===== src/rtl/ehp_pkg.sv =====
package ehp_pkg;

  // frame geometry
  localparam int MAX_DIM = 1024;
  localparam int DIM_W   = $clog2(MAX_DIM);
  localparam int SIZE_W  = DIM_W + 1;
  localparam int MIN_DIM = 3;

  // sample and bin widths
  localparam int LUMA_W = 8;
  localparam int THR_W  = 8;
  localparam int BIN_W  = 18;
  localparam logic [BIN_W-1:0] BIN_MAX = {BIN_W{1'b1}};

  // line buffer word: previous row in the upper half, row before it in the lower half
  localparam int LINE_W = 2 * LUMA_W;

  // register map
  localparam int APB_AW = 4;
  localparam int APB_DW = 32;

  localparam logic [SIZE_W-1:0] WIDTH_RESET  = SIZE_W'(320);
  localparam logic [SIZE_W-1:0] HEIGHT_RESET = SIZE_W'(240);

  typedef enum logic [1:0] {
    REG_DIRECTION = 2'd0,
    REG_WIDTH     = 2'd1,
    REG_HEIGHT    = 2'd2,
    REG_THRESHOLD = 2'd3
  } reg_t;

  typedef enum logic {
    CMD_PIXEL = 1'b0,
    CMD_READ  = 1'b1
  } cmd_t;

  typedef enum logic {
    DIR_COLUMN = 1'b0,
    DIR_ROW    = 1'b1
  } dir_t;

  typedef struct packed {
    cmd_t              command;
    logic [LUMA_W-1:0] luma;
    logic              frame_start;
    logic [DIM_W-1:0]  read_index;
  } req_t;

  typedef struct packed {
    logic [BIN_W-1:0] bin_value;
    logic [DIM_W-1:0] bin_number;
  } rsp_t;

  typedef struct packed {
    dir_t              direction;
    logic [SIZE_W-1:0] width;
    logic [SIZE_W-1:0] height;
    logic [THR_W-1:0]  thresh;
  } cfg_t;

  // position and bin target of the pixel being accepted
  typedef struct packed {
    logic [DIM_W-1:0]  x;
    logic [DIM_W-1:0]  bin;
    logic              add_en;
    logic              first;
    logic [LUMA_W-1:0] left_left;
  } pos_t;

  // frame size limited to the supported range
  function automatic logic [SIZE_W-1:0] clamp_dim(input logic [SIZE_W-1:0] v);
    logic [SIZE_W-1:0] r;
    if (v < SIZE_W'(MIN_DIM)) begin
      r = SIZE_W'(MIN_DIM);
    end else if (v > SIZE_W'(MAX_DIM)) begin
      r = SIZE_W'(MAX_DIM);
    end else begin
      r = v;
    end
    return r;
  endfunction

endpackage


===== src/rtl/ehp_cfg_regs.sv =====
module ehp_cfg_regs (
  input  logic                       clk,
  input  logic                       rst,
  input  logic                       psel,
  input  logic                       penable,
  input  logic                       pwrite,
  input  logic [ehp_pkg::APB_AW-1:0] paddr,
  input  logic [ehp_pkg::APB_DW-1:0] pwdata,
  output logic [ehp_pkg::APB_DW-1:0] prdata,
  output logic                       pready,
  output ehp_pkg::cfg_t              cfg
);

  ehp_pkg::reg_t sel;
  logic          wr;

  assign sel    = ehp_pkg::reg_t'(paddr[3:2]);
  assign wr     = psel && penable && pwrite && pready;
  assign pready = 1'b1;

  // register writes
  always_ff @(posedge clk) begin
    if (rst) begin
      cfg.direction <= ehp_pkg::DIR_COLUMN;
      cfg.width     <= ehp_pkg::WIDTH_RESET;
      cfg.height    <= ehp_pkg::HEIGHT_RESET;
      cfg.thresh    <= '0;
    end else if (wr) begin
      case (sel)
        ehp_pkg::REG_DIRECTION: cfg.direction <= ehp_pkg::dir_t'(pwdata[0]);
        ehp_pkg::REG_WIDTH:     cfg.width     <= pwdata[ehp_pkg::SIZE_W-1:0];
        ehp_pkg::REG_HEIGHT:    cfg.height    <= pwdata[ehp_pkg::SIZE_W-1:0];
        ehp_pkg::REG_THRESHOLD: cfg.thresh    <= pwdata[ehp_pkg::THR_W-1:0];
        default: ;
      endcase
    end
  end

  // read back
  always_comb begin
    case (sel)
      ehp_pkg::REG_DIRECTION: prdata = ehp_pkg::APB_DW'(cfg.direction);
      ehp_pkg::REG_WIDTH:     prdata = ehp_pkg::APB_DW'(cfg.width);
      ehp_pkg::REG_HEIGHT:    prdata = ehp_pkg::APB_DW'(cfg.height);
      ehp_pkg::REG_THRESHOLD: prdata = ehp_pkg::APB_DW'(cfg.thresh);
      default:                prdata = '0;
    endcase
  end

endmodule


===== config.mk =====
export PLATFORM = sky130hd
export DESIGN_NAME = ehp_cfg_regs
export DESIGN_NICKNAME = d
export VERILOG_FILES = /design/src/rtl/ehp_pkg.sv /design/src/rtl/ehp_cfg_regs.sv
export SDC_FILE = /design/constraint.sdc
export NUM_CORES = 1
export LEC_CHECK = 0
export BUFFER_PORTS_ARGS = -buffer_cell sky130_fd_sc_hd__buf_2
export CAP_MARGIN = 5
export CORE_AREA = 5 5 69 71
export DETAILED_ROUTE_END_ITERATION = 7
export DIE_AREA = 0 0 74 76
export PLACE_DENSITY = 0.81
export SLEW_MARGIN = 10
export SYNTH_ARGS = -nofsm -noshare
export SYNTH_HDL_FRONTEND = slang
export SYNTH_SLANG_ARGS = --single-unit

===== constraint.sdc =====
create_clock -name clk -period 1.15 [get_ports clk]
set_input_delay 0.0575 -clock clk [delete_from_list [all_inputs] [get_ports clk]]
set_output_delay 0.0575 -clock clk [all_outputs]
set_load 0.005 [all_outputs]

# Word-level counts from Yosys, hierarchy flattened

Index checks and enable logic that the tools add are counted.

Register bits after elaboration: 31
Latch bits: 0
RAM bits: 0
ROM bits: 0
Output and inout bits: 64
Memories: 0

Add/sub/neg operators: 0
$mul: 0
Divide/modulo/power cells: 0
$lt $le $gt $ge: 0
Eq/ne operators: 3
Shift-type cells: 0
Muxes and demuxes: 1
Bitwise gates (word level): 0
Reduce and logical (&&, ||, !) cells: 7

Operators with widths:

| cell                                                             | count |
|---|---|
| 32-bit one-hot mux with 4 select lines                           | 1 |
| 2-bit AND reduction                                              | 4 |
| 2-bit == test (second input constant)                            | 2 |
| 2-bit by 1-bit == test with 1-bit output (second input constant) | 1 |
| 1-bit logical AND                                                | 2 |
| 2-bit zero test                                                  | 1 |

# Longest topological paths before layout

Word-level depth: 3
Mapped depth: 5
Gate-level depth less buffers: 3

# Worst setup path before layout

No wires, ideal clock.

Kind: input to register
Start: input pwrite
End: register cfg[27] (netlist bit)
Library setup time: 120 ps
Arrival time: 764 ps
Setup slack: 266 ps
Cell stages on the path: 4
Cell sequence: and3_4 > buf_6 > and3_1 > a211o_1

Longest elaborated chain between the ends: 2

RTL lines:

| element                              | line               | source |
|---|---|---|
| start, declared                      | ehp_cfg_regs.sv:6  | `input logic pwrite,` |
| 1-bit logical AND                    | ehp_cfg_regs.sv:18 | `assign wr = psel && penable && pwrite && pready;` |
| 2-bit AND reduction (no source line) | --                 |  |
| end, declared                        | ehp_cfg_regs.sv:11 | `output ehp_pkg::cfg_t cfg` |

No other way between the ends.
A chain may end at the register's enable or synchronous reset.

# Worst setup path after layout

Start: register cfg[0] (netlist bit)
End: output prdata[0] (netlist bit)

Longest elaborated chain between the ends: 1

RTL lines:

| element                                | line               | source |
|---|---|---|
| 32-bit one-hot mux with 4 select lines | ehp_cfg_regs.sv:41 | `case (sel)` |
| end, declared                          | ehp_cfg_regs.sv:9  | `output logic [ehp_pkg::APB_DW-1:0] prdata,` |

No other way between the ends. The select of a mux whose other input is x is not followed.

==> results.md <==
- NumNets Final: approximately 290
- Power density over the cells: 1030 mW/mm2
- Hold Fails Final Rpt: 0
- Outcome: finished with violations
- Worst EP arrival: 1180 ps
- Clock transition at path regs: 60 ps
- LEAKAGE: 1.19 nW
- Fmax: 807 MHz
- Clk buf depth: 2
- Commonest register cell after synthesis: dfxtp_1
- Commonest cells after routing, fill and taps aside: buf_2 (59), nand2b_1 (35), buf_4 (28)
- Die H: 76 um
- Dpl cells: 280
- Worst R2R Start: cfg[12]$_SDFFE_PP1P_
- Remaining global-route overflow: 0
- Tot GR Track Use: 15.1%
- Die Wd: 74 um
- #FFs+latches synth: 31
- Crit end category: primary output
- Clk root buf: clkbuf_8
- Vias in the first global route: 1,403
- Drt via density: 4.67
- Tmin final: 1240 ps
- Initial core utilization: between 40% and 50%
- Routed wire per std cell: 13.6 um
- IO Count: around 110
- Max VDD drop: 0.467 mV
- Placed inst area: 0.00200 mm2
- Post-synth ARST share: 0%
- Detailed Place HPWL: 2.98 mm
- Post-Layout Cell Count: just over 300
- Remaining DRCs: 0
- R2R cell count: 2
- Largest registers: cfg: 31 flops
- CP Launch Type: flip-flop
- Hold path start: pwdata[6]
- Total number of vias: 1,414
- Core area: about 0.0042 mm2
- Num rows: 24
- Tot Pwr: 2.31 mW
- R2R Path End: cfg[12]$_SDFFE_PP1P_
- Share of cells above drive strength 1: 49.0%
- Worst-path maximum fanout: 2
- Failing checks: setup timing
- Kind of critical path: reg -> out
- Drt initial violations: 55
- Yosys top cell by area: dfxtp_1
- HP Class: in -> reg
- Worst-Skew Late Latency: 280 ps
- Max-slew violation count: 0
- Seq/Total Area, Yosys: 36.6%
- Largest net degree at the start of global routing: 44
- Pre-antenna DRT Iters: 4
- First-pass GRT wire length: approximately 6.6 mm
- Final GP Congestion: 0.762
- Hold Path End: cfg[6]$_SDFFE_PP0P_
- Final ANT Viol Nets: 0
- R2R setup slack: between 300 and 400 ps
- Largest reg by FF count: cfg
- Final setup margin: -89.4 ps
- Finished Cell Area: 0.00225 mm2
- Number of flip-flops in the largest register: 31
- Clock Skew: 0 ps
- Initial antenna violation count: 0
- Max cap viols: 0
- Ant diodes: 0
- Count of cell types in the netlist: 27
- CTS buffer count: 5
- YS warnings: 0
- Synth-to-layout area growth: 32.4%
- Final setup vio count: 8
- Worst EP required: between 1000 and 1500 ps
- Die Area: 0.00562 mm2
- RSZ-0062 raised after global routing: yes
- Fin Setup TNS: -481 ps
- Share of the synthesized area in the top cell type: between 30% and 40%
- # port buffers: 59
- H-tree levels: 2
- Mapped cell area: between 0.0015 and 0.002 mm2
- Post-synth EDFFs: 0
- Area contributors post-synth: dfxtp_1 (37%), mux2i_1 (15%), nand2b_1 (13%)
- Cells after synthesis: about 170
- Total clock sinks: 31
- Syn_area_per_cell: ~10 um2
- Final worst-path cycle share: 108%
- Least-Margin Pin Slew: 558 ps
- Hold Path Stages: 3
- Final wirelength: 4.13 mm
- Commonest non-fill, non-tap cell in the layout: buf_2
- Worst slew margin: 62.8%
- CTS tree: built
==> worst max-delay path by stage <==
stage,from,endpoint,cells after the start
finish,cfg[0]$_SDFFE_PP0P_,prdata[0],2
global route,cfg[7]$_SDFFE_PP0P_,prdata[7],3
CTS,cfg[0]$_SDFFE_PP0P_,prdata[0],2
detailed placement,paddr[3],cfg[13]$_SDFFE_PP1P_,4
global placement,paddr[3],cfg[12]$_SDFFE_PP1P_,4
floorplan,pwrite,cfg[27]$_SDFFE_PP1P_,4
==> critical path, stage by stage (launching register included) <==
cell and delay, ps:
dfxtp_2 320, mux4_2 450, buf_2 140
==> stage by stage <==
stage / worst slack, ps / utilization [%] / hold slack (ps)
6_report: -89.4 / 53.8 / 51.3
5_1_grt: -124 / 53.8 / 70.1
3_5_place_dp: -8.66 / 47.8 / 341
4_1_cts: -92.8 / 53.4 / 49.3
3_3_place_gp: 48.8 / 47.8 / 337
2_1_floorplan: 266 / - / 213
==> repair_timing <==
action                                  in CTS  in global routing
gates resized for setup                     17                  4
hold buffers                                 0                  0
pin swaps                                    1                  1
setup buffers                               14                  1
endpoints found under the setup margin       8                  8
==> cell type report <==
cell class                      count  area (um2)
Timing Repair Buffer               87         505
Clock buffer                        8         100
Tap cell                           52        65.1
Fill cell                         393        1930
Sequential cell                    31         641
Multi-Input combinational cell    125         936
==> cell families after synthesis <==
family | synth area share [%]
simple gates | 20.4
buf+inv | 13.8
compound gates | 7.52
mux | 21.3
other cells | 0.443
flops | 36.6
==> cell usage after synthesis, types with 2 or more instances <==
cell,number
mux2i_1,26
buf_6,3
conb_1,2
a22o_1,10
nor2_1,4
and3_1,5
a211o_1,4
buf_2,3
nand2b_1,35
dfxtp_1,31
buf_4,22
mux2_1,2
clkbuf_1,4
mux2_2,5
==> per-layer routing <==
layer / up-vias / GRT usage [%] / routed length (um)
met4: 0 / 6.70 / 87
li1: 692 / - / -
met5: - / 0 / 0
met3: 8 / 3.56 / 307
met1: 663 / 17.4 / 1650
met2: 51 / 25.8 / 2080
==> power by group <==
| part | leakage [nW] | switching, mW | internal (mW) |
|---|---|---|---|
| clock | 0.0515 | 0.382 | 0.545 |
| sequential | 0.255 | 0.00979 | 1.09 |
| combinational | 0.883 | 0.138 | 0.143 |
Note: power is estimated with default switching activity, not from simulation.
