### config.mk
export PLATFORM = sky130hd
export DESIGN_NAME = ehp_scan
export DESIGN_NICKNAME = d
export VERILOG_FILES = /design/src/rtl/ehp_pkg.sv /design/src/rtl/ehp_scan.sv
export SDC_FILE = /design/constraint.sdc
export NUM_CORES = 1
export LEC_CHECK = 0
export ABC_AREA = 1
export BUFFER_PORTS_ARGS = -buffer_cell sky130_fd_sc_hd__buf_2
export CAP_MARGIN = 20
export CORE_ASPECT_RATIO = 1.2
export CORE_MARGIN = 4
export CORE_UTILIZATION = 45
export DETAILED_ROUTE_END_ITERATION = 12
export PLACE_DENSITY = 0.74
export SYNTH_ARGS = -nofsm -noshare
export SYNTH_HDL_FRONTEND = slang
export SYNTH_SLANG_ARGS = --single-unit
### constraint.sdc
create_clock -name clk -period 6.7 [get_ports clk]
set_input_delay 0.335 -clock clk [delete_from_list [all_inputs] [get_ports clk]]
set_output_delay 0.335 -clock clk [all_outputs]
set_load 0.01 [all_outputs]
### src/rtl/ehp_pkg.sv
package ehp_pkg;

  // frame geometry
  localparam int MAX_DIM = 1024;
  localparam int DIM_W   = $clog2(MAX_DIM);
  localparam int SIZE_W  = DIM_W + 1;
  localparam int MIN_DIM = 3;

  // sample and bin widths
  localparam int LUMA_W = 8;
  localparam int THR_W  = 8;
  localparam int BIN_W  = 18;
  localparam logic [BIN_W-1:0] BIN_MAX = {BIN_W{1'b1}};

  // line buffer word: previous row in the upper half, row before it in the lower half
  localparam int LINE_W = 2 * LUMA_W;

  // register map
  localparam int APB_AW = 4;
  localparam int APB_DW = 32;

  localparam logic [SIZE_W-1:0] WIDTH_RESET  = SIZE_W'(320);
  localparam logic [SIZE_W-1:0] HEIGHT_RESET = SIZE_W'(240);

  typedef enum logic [1:0] {
    REG_DIRECTION = 2'd0,
    REG_WIDTH     = 2'd1,
    REG_HEIGHT    = 2'd2,
    REG_THRESHOLD = 2'd3
  } reg_t;

  typedef enum logic {
    CMD_PIXEL = 1'b0,
    CMD_READ  = 1'b1
  } cmd_t;

  typedef enum logic {
    DIR_COLUMN = 1'b0,
    DIR_ROW    = 1'b1
  } dir_t;

  typedef struct packed {
    cmd_t              command;
    logic [LUMA_W-1:0] luma;
    logic              frame_start;
    logic [DIM_W-1:0]  read_index;
  } req_t;

  typedef struct packed {
    logic [BIN_W-1:0] bin_value;
    logic [DIM_W-1:0] bin_number;
  } rsp_t;

  typedef struct packed {
    dir_t              direction;
    logic [SIZE_W-1:0] width;
    logic [SIZE_W-1:0] height;
    logic [THR_W-1:0]  thresh;
  } cfg_t;

  // position and bin target of the pixel being accepted
  typedef struct packed {
    logic [DIM_W-1:0]  x;
    logic [DIM_W-1:0]  bin;
    logic              add_en;
    logic              first;
    logic [LUMA_W-1:0] left_left;
  } pos_t;

  // frame size limited to the supported range
  function automatic logic [SIZE_W-1:0] clamp_dim(input logic [SIZE_W-1:0] v);
    logic [SIZE_W-1:0] r;
    if (v < SIZE_W'(MIN_DIM)) begin
      r = SIZE_W'(MIN_DIM);
    end else if (v > SIZE_W'(MAX_DIM)) begin
      r = SIZE_W'(MAX_DIM);
    end else begin
      r = v;
    end
    return r;
  endfunction

endpackage

### src/rtl/ehp_scan.sv
module ehp_scan (
  input  logic                       clk,
  input  logic                       rst,
  input  logic                       adv,
  input  logic [ehp_pkg::LUMA_W-1:0] luma,
  input  logic                       frame_start,
  input  ehp_pkg::cfg_t              cfg,
  output ehp_pkg::pos_t              pos
);

  logic [ehp_pkg::DIM_W-1:0]  col_count;
  logic [ehp_pkg::DIM_W-1:0]  row_count;
  logic [ehp_pkg::LUMA_W-1:0] left_pixel;
  logic [ehp_pkg::LUMA_W-1:0] left_left_pixel;
  logic [ehp_pkg::SIZE_W-1:0] w, h;
  logic [ehp_pkg::SIZE_W-1:0] x0, y0, xa, ya, xn, yn;

  assign w = ehp_pkg::clamp_dim(cfg.width);
  assign h = ehp_pkg::clamp_dim(cfg.height);

  // position of this pixel and of the next one, with row and frame wrap
  always_comb begin
    x0 = frame_start ? '0 : {1'b0, col_count};
    y0 = frame_start ? '0 : {1'b0, row_count};
    if (x0 >= w) begin
      xa = '0;
      ya = y0 + 1'b1;
    end else begin
      xa = x0;
      ya = y0;
    end
    if (ya >= h) begin
      ya = '0;
    end
    xn = xa + 1'b1;
    yn = ya;
    if (xn >= w) begin
      xn = '0;
      yn = ya + 1'b1;
      if (yn >= h) begin
        yn = '0;
      end
    end
  end

  // bin target: column bins from the horizontal neighbors, row bins from the vertical ones
  always_comb begin
    pos.x         = xa[ehp_pkg::DIM_W-1:0];
    pos.left_left = left_left_pixel;
    if (cfg.direction == ehp_pkg::DIR_COLUMN) begin
      pos.add_en = xa >= ehp_pkg::SIZE_W'(2);
      pos.bin    = ehp_pkg::DIM_W'(xa - 1'b1);
      pos.first  = ya == '0;
    end else begin
      pos.add_en = ya >= ehp_pkg::SIZE_W'(2);
      pos.bin    = ehp_pkg::DIM_W'(ya - 1'b1);
      pos.first  = xa == '0;
    end
  end

  // scan position and horizontal neighbors
  always_ff @(posedge clk) begin
    if (rst) begin
      col_count       <= '0;
      row_count       <= '0;
      left_pixel      <= '0;
      left_left_pixel <= '0;
    end else if (adv) begin
      col_count       <= xn[ehp_pkg::DIM_W-1:0];
      row_count       <= yn[ehp_pkg::DIM_W-1:0];
      left_pixel      <= luma;
      left_left_pixel <= left_pixel;
    end
  end

endmodule

* Word level (Yosys, flattened, before mapping)
Cells that the tools add are included.
** Storage, ports and cells
- Output and inout bits :: 30
- Input port bits :: 43
- Register bits :: 36
** Operators by class
- Reductions and logical operators :: 2
- $lt $le $gt $ge :: 10
- $add $sub $neg :: 5
- Muxes and demuxes :: 13
** Operators with widths (count)
- 2-to-1 mux 11 bit :: 6
- 2-to-1 mux 10 bit :: 6
- greater-or-equal comparator 11 bit :: 3
- adder 10 x 1 -> 11 bit (second input constant) :: 2
- greater-or-equal comparator 11 x 2 -> 1 bit (second input constant) :: 2
- > comparator 11 bit (second input constant) :: 2
- logical NOT 11 bit :: 2
- < comparator 11 x 2 -> 1 bit (second input constant) :: 2
- subtractor 10 x 1 -> 10 bit (second input constant) :: 2
- 2-to-1 mux 12 bit :: 1
- adder 11 x 1 -> 11 bit (second input constant) :: 1
- greater-or-equal comparator 10 x 11 -> 1 bit :: 1

* Depth between registers and ports, before layout
Gate-level depths: netlist of run 1.
- Depth in word-level cells :: 11
- Gate-level depth with buffers :: 44
- Depth with buffers taken out :: 42

* Worst setup path after synthesis of run 1
No wires, ideal clock.
- Kind :: input -> register
- From :: input cfg[24] in the netlist's numbering
- To :: register row_count[6] in the netlist's numbering
- Data arrival time :: 6.079 ns
- Setup slack :: 0.551 ns
- Buffers on the path :: 2
- Data required time :: 6.630 ns
- Stages on the path :: 36
- Setup time :: 0.070 ns
- Cells stage by stage :: or4_1 nor4_1 nand2_1 nand2_1 nand2_1 ha_1 nand2_1 inv_1 nand2_1 nand2_1 a21oi_4 nand3_4 buf_12 o21ai_0 inv_1 ha_1 nand2_1 o21a_1 nand3_1 nor2_1 buf_2 nand3_4 inv_1 ha_1 nand3_2 inv_1 nand4_1 o21bai_1 ha_1 a21oi_1 o21a_1 and3_1 o31ai_1 nor3_1 nand3_1 a21oi_1
** Between the ends
- Word-level cells in the longest chain between the ends :: 11
- Elaborated cells on any way between the ends :: 15
- Classes of those cells :: add/sub: 2; order compare: 6; mux: 7
** Ends and longest elaborated chain
- from (decl) :: line ehp_scan.sv:7 : input ehp_pkg::cfg_t cfg,
- > comparator 11 bit :: line ehp_pkg.sv:75 : end else if (v > SIZE_W'(MAX_DIM)) begin
- 2-to-1 mux 11 bit :: line ehp_pkg.sv:75
- 2-to-1 mux 11 bit * :: line ehp_pkg.sv:73 : if (v < SIZE_W'(MIN_DIM)) begin
- greater-or-equal comparator 10 x 11 -> 1 bit :: line ehp_scan.sv:25 : if (x0 >= w) begin
- 2-to-1 mux 11 bit :: line ehp_scan.sv:25
- greater-or-equal comparator 11 bit :: line ehp_scan.sv:32 : if (ya >= h) begin
- 2-to-1 mux 11 bit :: line ehp_scan.sv:32
- adder 11 x 1 -> 11 bit :: line ehp_scan.sv:39 : yn = ya + 1'b1;
- greater-or-equal comparator 11 bit :: line ehp_scan.sv:40 : if (yn >= h) begin
- 2-to-1 mux 10 bit :: line ehp_scan.sv:40
- 2-to-1 mux 10 bit * :: line ehp_scan.sv:37 : if (xn >= w) begin
- to (signal assigned) :: line ehp_scan.sv:70 : row_count <= yn[ehp_pkg::DIM_W-1:0];
- to (decl) :: line ehp_scan.sv:12 : logic [ehp_pkg::DIM_W-1:0] row_count;
Every way passes the cells marked *; elsewhere a longest branch is shown, timed or not.
A chain may end at the register's enable or synchronous reset.

* Final worst setup path of run 1
- From :: input cfg[24] in the netlist's numbering
- To :: register row_count[8] in the netlist's numbering
Same word-level chain as after synthesis.

==> results of run 1 <==
==> final cells by class <==
cell class / count / area, um^2 / share of cell area, %
clock buffer: 6 / 82.6 / 1.68
clock inverter: 2 / 13.8 / 0.280
sequential: 36 / 721 / 14.7
timing repair buffer: 89 / 508 / 10.3
multi-input combinational: 534 / 3120 / 63.5
inverter: 85 / 322 / 6.54
tap: 120 / 150 / 3.05
==> sequential cells by signal, indices dropped and copies added, names as in the netlist <==
name and cells:
left_pixel 8, left_left_pixel 8, row_count 10, col_count 10
==> what timing repair did <==
action,CTS,global route
endpoints found under the setup margin,0,10
resized for setup,0,6
hold buffers,0,0
buffers inserted,0,1
==> logic make-up (layout without fill, tap and decap cells) <==
kind of cell,Yosys count,after routing,synth area share [%]
XOR/XNOR,18,18,3.93
buffers and inverters,101,182,9.56
adder cells (fa/ha/maj),51,51,15.2
AND/OR/NAND/NOR,367,368,40.9
flip-flops,36,36,17.1
AO/OA/AOI/OAI,97,97,13.3
==> metal layers <==
| metal | GRT usage [%] | routed length, um |
|---|---|---|
| met5 | 0 | 0 |
| met1 | 26.1 | 5000 |
| met4 | 9.39 | 301 |
| met3 | 2.24 | 429 |
| met2 | 45.0 | 6840 |
==> worst max-delay path: cells and delay by family <==
kind	cells	cell delay, ns
adders and majority gates	4	1.10
and+or+nand+nor	22	2.90
buffers and inverters	9	1.08
AOI/OAI and AO/OA	6	0.94
==> power breakdown <==
part / total, uW / switching, uW / internal (uW)
Combinational: 246 / 154 / 91.7
Clock: 173 / 88.4 / 84.1
Sequential: 229 / 5.23 / 224
Total: 648 / 248 / 400
==> through the flow <==
stage                     hold slack [ns]  instances  power, uW
after floorplan                     0.445        670        394
after global placement              0.454        862        469
after detailed placement            0.459        862        475
after CTS                           0.250        870        649
after global routing                0.264        872        689
final                               0.255        872        648
==> worst max path at each step <==
stage                                      to  startpoint  slack (ns)  cells after the start
floorplan           row_count[6]$_SDFFE_PP0P_     cfg[24]        0.55                     36
global placement    row_count[0]$_SDFFE_PP0P_     cfg[24]        0.27                     39
detailed placement  row_count[0]$_SDFFE_PP0P_     cfg[24]        0.09                     39
CTS                 row_count[8]$_SDFFE_PP0P_     cfg[24]        0.38                     38
global route        row_count[6]$_SDFFE_PP0P_     cfg[24]        0.02                     42
finish              row_count[8]$_SDFFE_PP0P_     cfg[24]        0.56                     41
==> cell usage after synthesis, types with 4 or more instances <==
| master | number | area (um^2) |
|---|---|---|
| sky130_fd_sc_hd__ha_1 | 51 | 638 |
| sky130_fd_sc_hd__nand4_1 | 21 | 131 |
| sky130_fd_sc_hd__nand2_1 | 171 | 642 |
| sky130_fd_sc_hd__nor4_1 | 9 | 56.3 |
| sky130_fd_sc_hd__nand3_2 | 6 | 60.1 |
| sky130_fd_sc_hd__inv_1 | 76 | 285 |
| sky130_fd_sc_hd__inv_2 | 6 | 22.5 |
| sky130_fd_sc_hd__o21ai_0 | 32 | 160 |
| sky130_fd_sc_hd__o21ai_2 | 4 | 35.0 |
| sky130_fd_sc_hd__nor2_1 | 83 | 312 |
| sky130_fd_sc_hd__dfxtp_1 | 36 | 721 |
| sky130_fd_sc_hd__nand3_1 | 36 | 180 |
| sky130_fd_sc_hd__xor2_1 | 14 | 123 |
| sky130_fd_sc_hd__nand2_2 | 10 | 62.6 |
| sky130_fd_sc_hd__nor2_2 | 7 | 43.8 |
| sky130_fd_sc_hd__a21oi_1 | 40 | 200 |
| sky130_fd_sc_hd__nor3_1 | 5 | 25.0 |
| sky130_fd_sc_hd__clkbuf_1 | 12 | 45.0 |
==> results.md, run 1 <==
Run status:
- The flow ran to the end, and the final reports show no timing, DRC or antenna violations.

Global routing:
- The number of global-route vias before repair is 4640.
- The pin count of the biggest net entering global routing is 39.
- The global-route wire length before repair is 20900 um.
- Global routing used between 20% and 30% of the available tracks across all layers.
- The number of antenna violations at the first check in global routing is 0.
- After global routing the overflow that remains totals 0.

Worst setup path:
- By startpoint and endpoint, the worst setup path is classified as primary input to register.
- The highest fanout seen on the critical path is 8.
- The worst register-to-register path begins at col_count[4]$_SDFFE_PP0P_.
- The worst stage delay on the critical path is 0.57 ns.
- The data arrival time of the critical path is approximately 6.4 ns.
- The cell depth of the worst flop-to-flop path is 37.
- The critical path required time is about 6.9 ns.
- The cell type of the slowest stage on the worst timing path is sky130_fd_sc_hd__or4_1.
- The worst setup path is captured at a register.
- The cell seen most often among critical-path stages is sky130_fd_sc_hd__nand2_1.
- The endpoint identified for the worst register-to-register timing path is row_count[8]$_SDFFE_PP0P_.
- The register-to-register setup slack is 1.26 ns.
- The critical path launch point type is a primary input.

CTS:
- The insertion delay to the later sink of the worst-skew pair is around 0.31 ns.
- The number of CTS-inserted buffers is 5.
- TritonCTS built the clock tree.
- The number of H-tree levels is 2.
- The cell sitting at the root of the clock tree is a sky130_fd_sc_hd__clkbuf_8.
- The clock input transition at the sequential cells of the worst setup and hold paths is 0.08 ns.
- The maximum root-to-sink buffer count is 2.
- The TritonCTS sink count is 36.

Layout:
- Leaving out fill and tap cells, the most frequent cell in the layout is sky130_fd_sc_hd__nand2_1.
- The number of diodes is 0.
- Cells fill ~54% of the core in the end.
- The synthesis-to-layout area growth is 17.0%.
- Once layout is done, the placed cells without fillers occupy between 4000 and 5000 um^2.
- The ratio of cells with drive above 1 in the final layout is 20.3%.
- The filler cells instantiated in the layout total 901.
- Leaving out fill and tap cells, the most frequent cells in the layout are sky130_fd_sc_hd__nand2_1 (170), sky130_fd_sc_hd__nor2_1 (83), sky130_fd_sc_hd__inv_1 (76).
- At the end of the flow, the number of nets in the layout was between 800 and 900.

Timing:
- The hold violation count in the final report came to 0.
- The final setup violation count is 0.
- The transition time of the tightest slew-check pin is 0.835 ns.
- The final clock period utilization by the worst path is about 92%.
- On the final layout, the worst clock skew is 0.0103 ns.
- Subtracting the final worst setup slack from the clock period gives 6.14 ns.
- The headroom to the max-slew limit is between 40 and 50%.
- Setup repair after global routing left no endpoint under its margin.
- The number of max-slew violations in the final report is 0.
- After layout, the worst setup slack is between 0.5 and 0.6 ns.
- The maximum operating frequency is 163 MHz.
- The total negative slack is 0 ns.

Drt:
- Dividing the detail-routed wire length by the instance count gives 14.4 um.
- The DRC violations left is 0.
- The count of nets left with antenna violations once routing finished came out at 0.
- The detailed-route via count is 4669.
- The number of detailed-route iterations in the first pass is 4.
- The iteration-0 DRC count of the detailed router is about 310.
- In the routed layout, each cell is associated on average with a via count of 5.35.
- Wires add up to 12600 um.

Min path:
- The cell depth of the worst hold path is 3.
- The worst min-delay path class is primary input to register.
- The worst hold path begins at luma[4].
- The path with the worst hold slack has its endpoint at left_pixel[4]$_SDFFE_PP0P_.

Place:
- During placement, the flow inserted port buffers numbering 64.
- The congestion estimate from routability-driven global placement came to 0.959.
- The placed wire-length estimate after detailed placement is 10300 um.
- The post-detailed-placement cell area is 4770 um^2.
- The post-placement setup slack is 0.0885 ns.

Logic synthesis:
- Synthesis produced a netlist with a net count of ~760.
- The number of warnings issued by yosys is 0.
- The most used flip-flop cell after synthesis is sky130_fd_sc_hd__dfxtp_1.
- The synthesized flop and latch total is 36.
- The number of distinct standard cells referenced by the synthesized netlist is 46.
- The post-synthesis instance area is approximately 4200 um^2.
- The gate count after technology mapping is 670.
- The mean instance size in the synthesized netlist is around 6.3 um^2.
- Counting flops with an async set or reset pin after synthesis yields a share of 0%.
- For this run, the register share of the synthesized area comes to about 17%.
- In this run, synthesis inferred 0 flip-flops with an integrated enable.

Floorplan:
- The core region is 9080 um^2.
- In this run the count of I/O pins placed on the die edge is 73.
- In this run the core area contains 38 standard-cell rows.
- The die covers roughly 11000 um^2.
- The floorplan die height is 114 um.
- The starting density of the core is 46.3%.
- In this run the horizontal extent of the chip is 96.2 um.

Power:
- The static power due to leakage is 0.00261 uW.
- Power spread over the standard cell area amounts to 132 nW/um^2.
- The maximum resistive drop on vdd is roughly 0.071 mV.

Job:
- Across the run, the number of max-cap violations was 0.
Power figures use the tool's default switching activity.
==> run 2, diff against run 1 <==
--- a/config.mk
+++ b/config.mk
@@ -12,7 +12,7 @@
 export CORE_MARGIN = 4
 export CORE_UTILIZATION = 45
 export DETAILED_ROUTE_END_ITERATION = 12
-export PLACE_DENSITY = 0.74
+export PLACE_DENSITY_LB_ADDON = 0.25
 export SYNTH_ARGS = -nofsm -noshare
 export SYNTH_HDL_FRONTEND = slang
 export SYNTH_SLANG_ARGS = --single-unit
==> constraint.sdc (replaced) <==
create_clock -name clk -period 7.4 [get_ports clk]
set_input_delay 0.37 -clock clk [delete_from_list [all_inputs] [get_ports clk]]
set_output_delay 0.37 -clock clk [all_outputs]
set_load 0.01 [all_outputs]
==> results.md, run 2 (same netlist as run 1, synthesis figures left out) <==
Run status:
- The run finished with clean final reports.

Worst setup path:
- The number of cells on the worst reg-to-reg path is 33.
- The critical path contains buffers and inverters numbering 4 combined.
- STA puts the critical path data required time at 7.57 ns.
- The startpoint identified for the worst register-to-register timing path is col_count[8]$_SDFFE_PP0P_.
- Grouping stages by cell kind, the critical path spends the most delay in simple AND/OR/NAND/NOR gates.
- The data arrival time of the critical path is 6.86 ns.
- The kind of end point of the critical path is a register.
- The category of the critical setup timing path is primary input to register.
- The cell seen most often among critical-path stages is sky130_fd_sc_hd__nand2_1.
- The endpoint of the worst register-to-register path is row_count[0]$_SDFFE_PP0P_.
- For flop-to-flop paths, the worst setup slack is 1.62 ns.
- The slowest stage of the critical path belongs to the cell sky130_fd_sc_hd__or4_1.
- The largest single stage delay on the critical path is 0.51 ns.
- The highest fanout seen on the critical path is 13.
- The critical path launch point type is a primary input.

CTS:
- The number of CTS-inserted buffers is 5.
- The TritonCTS sink count is 36.
- The number of setup buffers added after CTS is 0.
- The clock input transition at the sequential cells of the worst setup and hold paths is 0.08 ns.
- The insertion delay to the later sink of the worst-skew pair is 0.30 ns.
- The clock tree from TritonCTS is yes.
- The H-tree generated during clock tree synthesis spans 2 levels.
- No sink is reached through more buffers than the 2 on the longest clock path.
- The root buffer cell chosen for the clock tree is sky130_fd_sc_hd__clkbuf_8.

Drt:
- Summing over every cut layer, the via total after detailed routing is around 4500.
- In the detailed route, the total length drawn on met3 is roughly 550 um.
- In the routed layout, each cell is associated on average with a via count of 5.28.
- The final routed wire length divided by cell count is 13.5 um.
- The count of nets left with antenna violations once routing finished came out at 0.
- After detailed routing, no signal wire sits above met4.
- The sum of routed wire segments on met1 is 4840 um.
- The number of detailed-route iterations in the first pass is 6.
- After detailed routing, the number of remaining DRC violations is 0.
- After the first detailed-routing iteration, the DRC count stood at approximately 240.
- The routed design uses 5650 um of met2 wire.
- For this block, the routed nets add up to 11600 um of wire.

Timing:
- Setup repair after global routing left no endpoint under its margin.
- The hold violation count in the final report came to 0.
- Between clock sinks in the finished design, the worst skew comes to between 0.007 and 0.008 ns.
- The headroom to the max-slew limit is between 40% and 50%.
- The transition time of the tightest slew-check pin is between 0.7 and 0.8 ns.
- The clock period minus final worst setup slack is 6.69 ns.
- The final setup violation count is 0.
- Static timing analysis puts the maximum clock frequency at 150 MHz.
- The number of max-slew violations in the final report was 0.
- The total negative slack is 0 ns.
- The final critical path takes up 90.4% of the cycle.

Layout:
- The post-route netlist has between 15 and 20% of its cells at a drive strength greater than 1.
- The net count of the finished layout is 830.
- The largest registers in the layout are col_count: 10 flops, row_count: 10 flops.
- The area of all placed cells without fillers is 4770 um^2.
- The area growth from synthesis to layout is 13.5%.
- The post-layout utilization of the core is between 50% and 60%.
- In the layout the commonest cells are sky130_fd_sc_hd__nand2_1 (171), sky130_fd_sc_hd__nor2_1 (83), sky130_fd_sc_hd__inv_1 (76).
- The number of diodes is 0.
- The fill cell total of the finished layout is 916.
- The library cell used most frequently in the layout, excluding fill and tap cells, is sky130_fd_sc_hd__nand2_1.

Place:
- In this run the cell area measured after placement is approximately 4700 um^2.
- The congestion estimate from routability-driven global placement came to about 0.91.
- The number of input and output port buffers inserted is 64.
- The placed wire-length estimate after detailed placement is 9580 um.

Floorplan:
- The die covers 11000 um^2.
- The core region is ~9100 um^2.
- The number of I/O pins is 73.
- The placement row count is 38.
- The floorplan die height is approximately 110 um.
- The horizontal extent of the die is 96.2 um.
- The initial utilization of the core area, before any placement, comes to 46.3%.

Min path:
- The min-delay analysis places its worst path in the category primary input to register.
- Along the worst hold path, the cell count comes to 3.
- In this run the most critical hold path is launched from luma[2].
- The worst min-delay path endpoint is left_pixel[2]$_SDFFE_PP0P_.

Global routing:
- Across every metal layer, demand over resource in global routing totals 22.0%.
- The pin count of the biggest net entering global routing is 23.
- The number of global-route vias before repair is 4313.
- Global routing finished with a remaining overflow of 0.
- The number of antenna violations at the first check in global routing is 0.
- The global-route wire length before repair is 19400 um.

Job:
- The reported max-cap violation count is 0.

Power:
- VDD sags by at most ~0.11 mV.
- Overall power consumption after layout is estimated at ~560 uW.
- Summed over all cells, the static leakage comes to between 0.002 and 0.003 uW.
- The ratio of total power to cell area is 118 nW/um^2.
run 2: changes by cell type in the layout (fill, tap and decap cells not counted), sizes merged:
cell	delta
inv	-1
nand3	-1
buf	-14
clkbuf	-1
clkinvlp	+2
run 2: layout make-up:
cell class                 instances  area (um^2)  area share [%]
sequential                        36          721            15.1
inverter                          85          322            6.74
clock inverter                     3         23.8           0.499
clock buffer                       5         68.8            1.44
timing repair buffer              75          403            8.45
multi-input combinational        533         3080            64.6
tap                              120          150            3.15
run 2: metal layers:
| layer | vias to the layer above | global-route usage (%) |
|---|---|---|
| met2 | 153 | 37.2 |
| met3 | 41 | 2.31 |
| met1 | 1995 | 26.8 |
| li1 | 2337 | - |
| met5 | - | 0 |
| met4 | 0 | 12.0 |
run 2: worst max-delay path by stage:
stage / from / end / cells after the start
final: cfg[24] / row_count[0]$_SDFFE_PP0P_ / 35
after detailed placement: cfg[24] / row_count[0]$_SDFFE_PP0P_ / 38
after CTS: cfg[24] / row_count[0]$_SDFFE_PP0P_ / 37
after global routing: cfg[24] / row_count[0]$_SDFFE_PP0P_ / 39
after floorplan: cfg[24] / row_count[6]$_SDFFE_PP0P_ / 36
after global placement: cfg[24] / row_count[0]$_SDFFE_PP0P_ / 37
run 2: stage by stage:
| step | std cells | worst slack (ns) | hold WS (ns) |
|---|---|---|---|
| detailed placement | 849 | 0.280 | 0.457 |
| finish | 857 | 0.712 | 0.286 |
| global route | 857 | 0.0979 | 0.297 |
| CTS | 857 | 0.584 | 0.276 |
| floorplan | 670 | 1.22 | 0.445 |
| global placement | 849 | 0.469 | 0.452 |
run 2: report_power, final:
group / switching, uW / total [uW] / internal [uW]
registers: 4.73 / 207 / 203
logic: 134 / 212 / 77.4
clock network: 77.9 / 144 / 66.6
total: 217 / 564 / 347
run 2: worst register-to-register path: cells and delay by family (launching register included):
family | cells | cell delay [ns]
AND/OR/NAND/NOR | 20 | 2.82
AO/OA/AOI/OAI | 6 | 1.19
adder cells (fa/ha/maj) | 3 | 0.93
buffers and inverters | 4 | 0.40
flip-flops | 1 | 0.33
run 2: repair_timing:
action,4_1_cts,5_1_grt
endpoints found under the setup margin,0,1
resized for setup,0,1
hold endpoints to repair,0,0
hold buffers,0,0
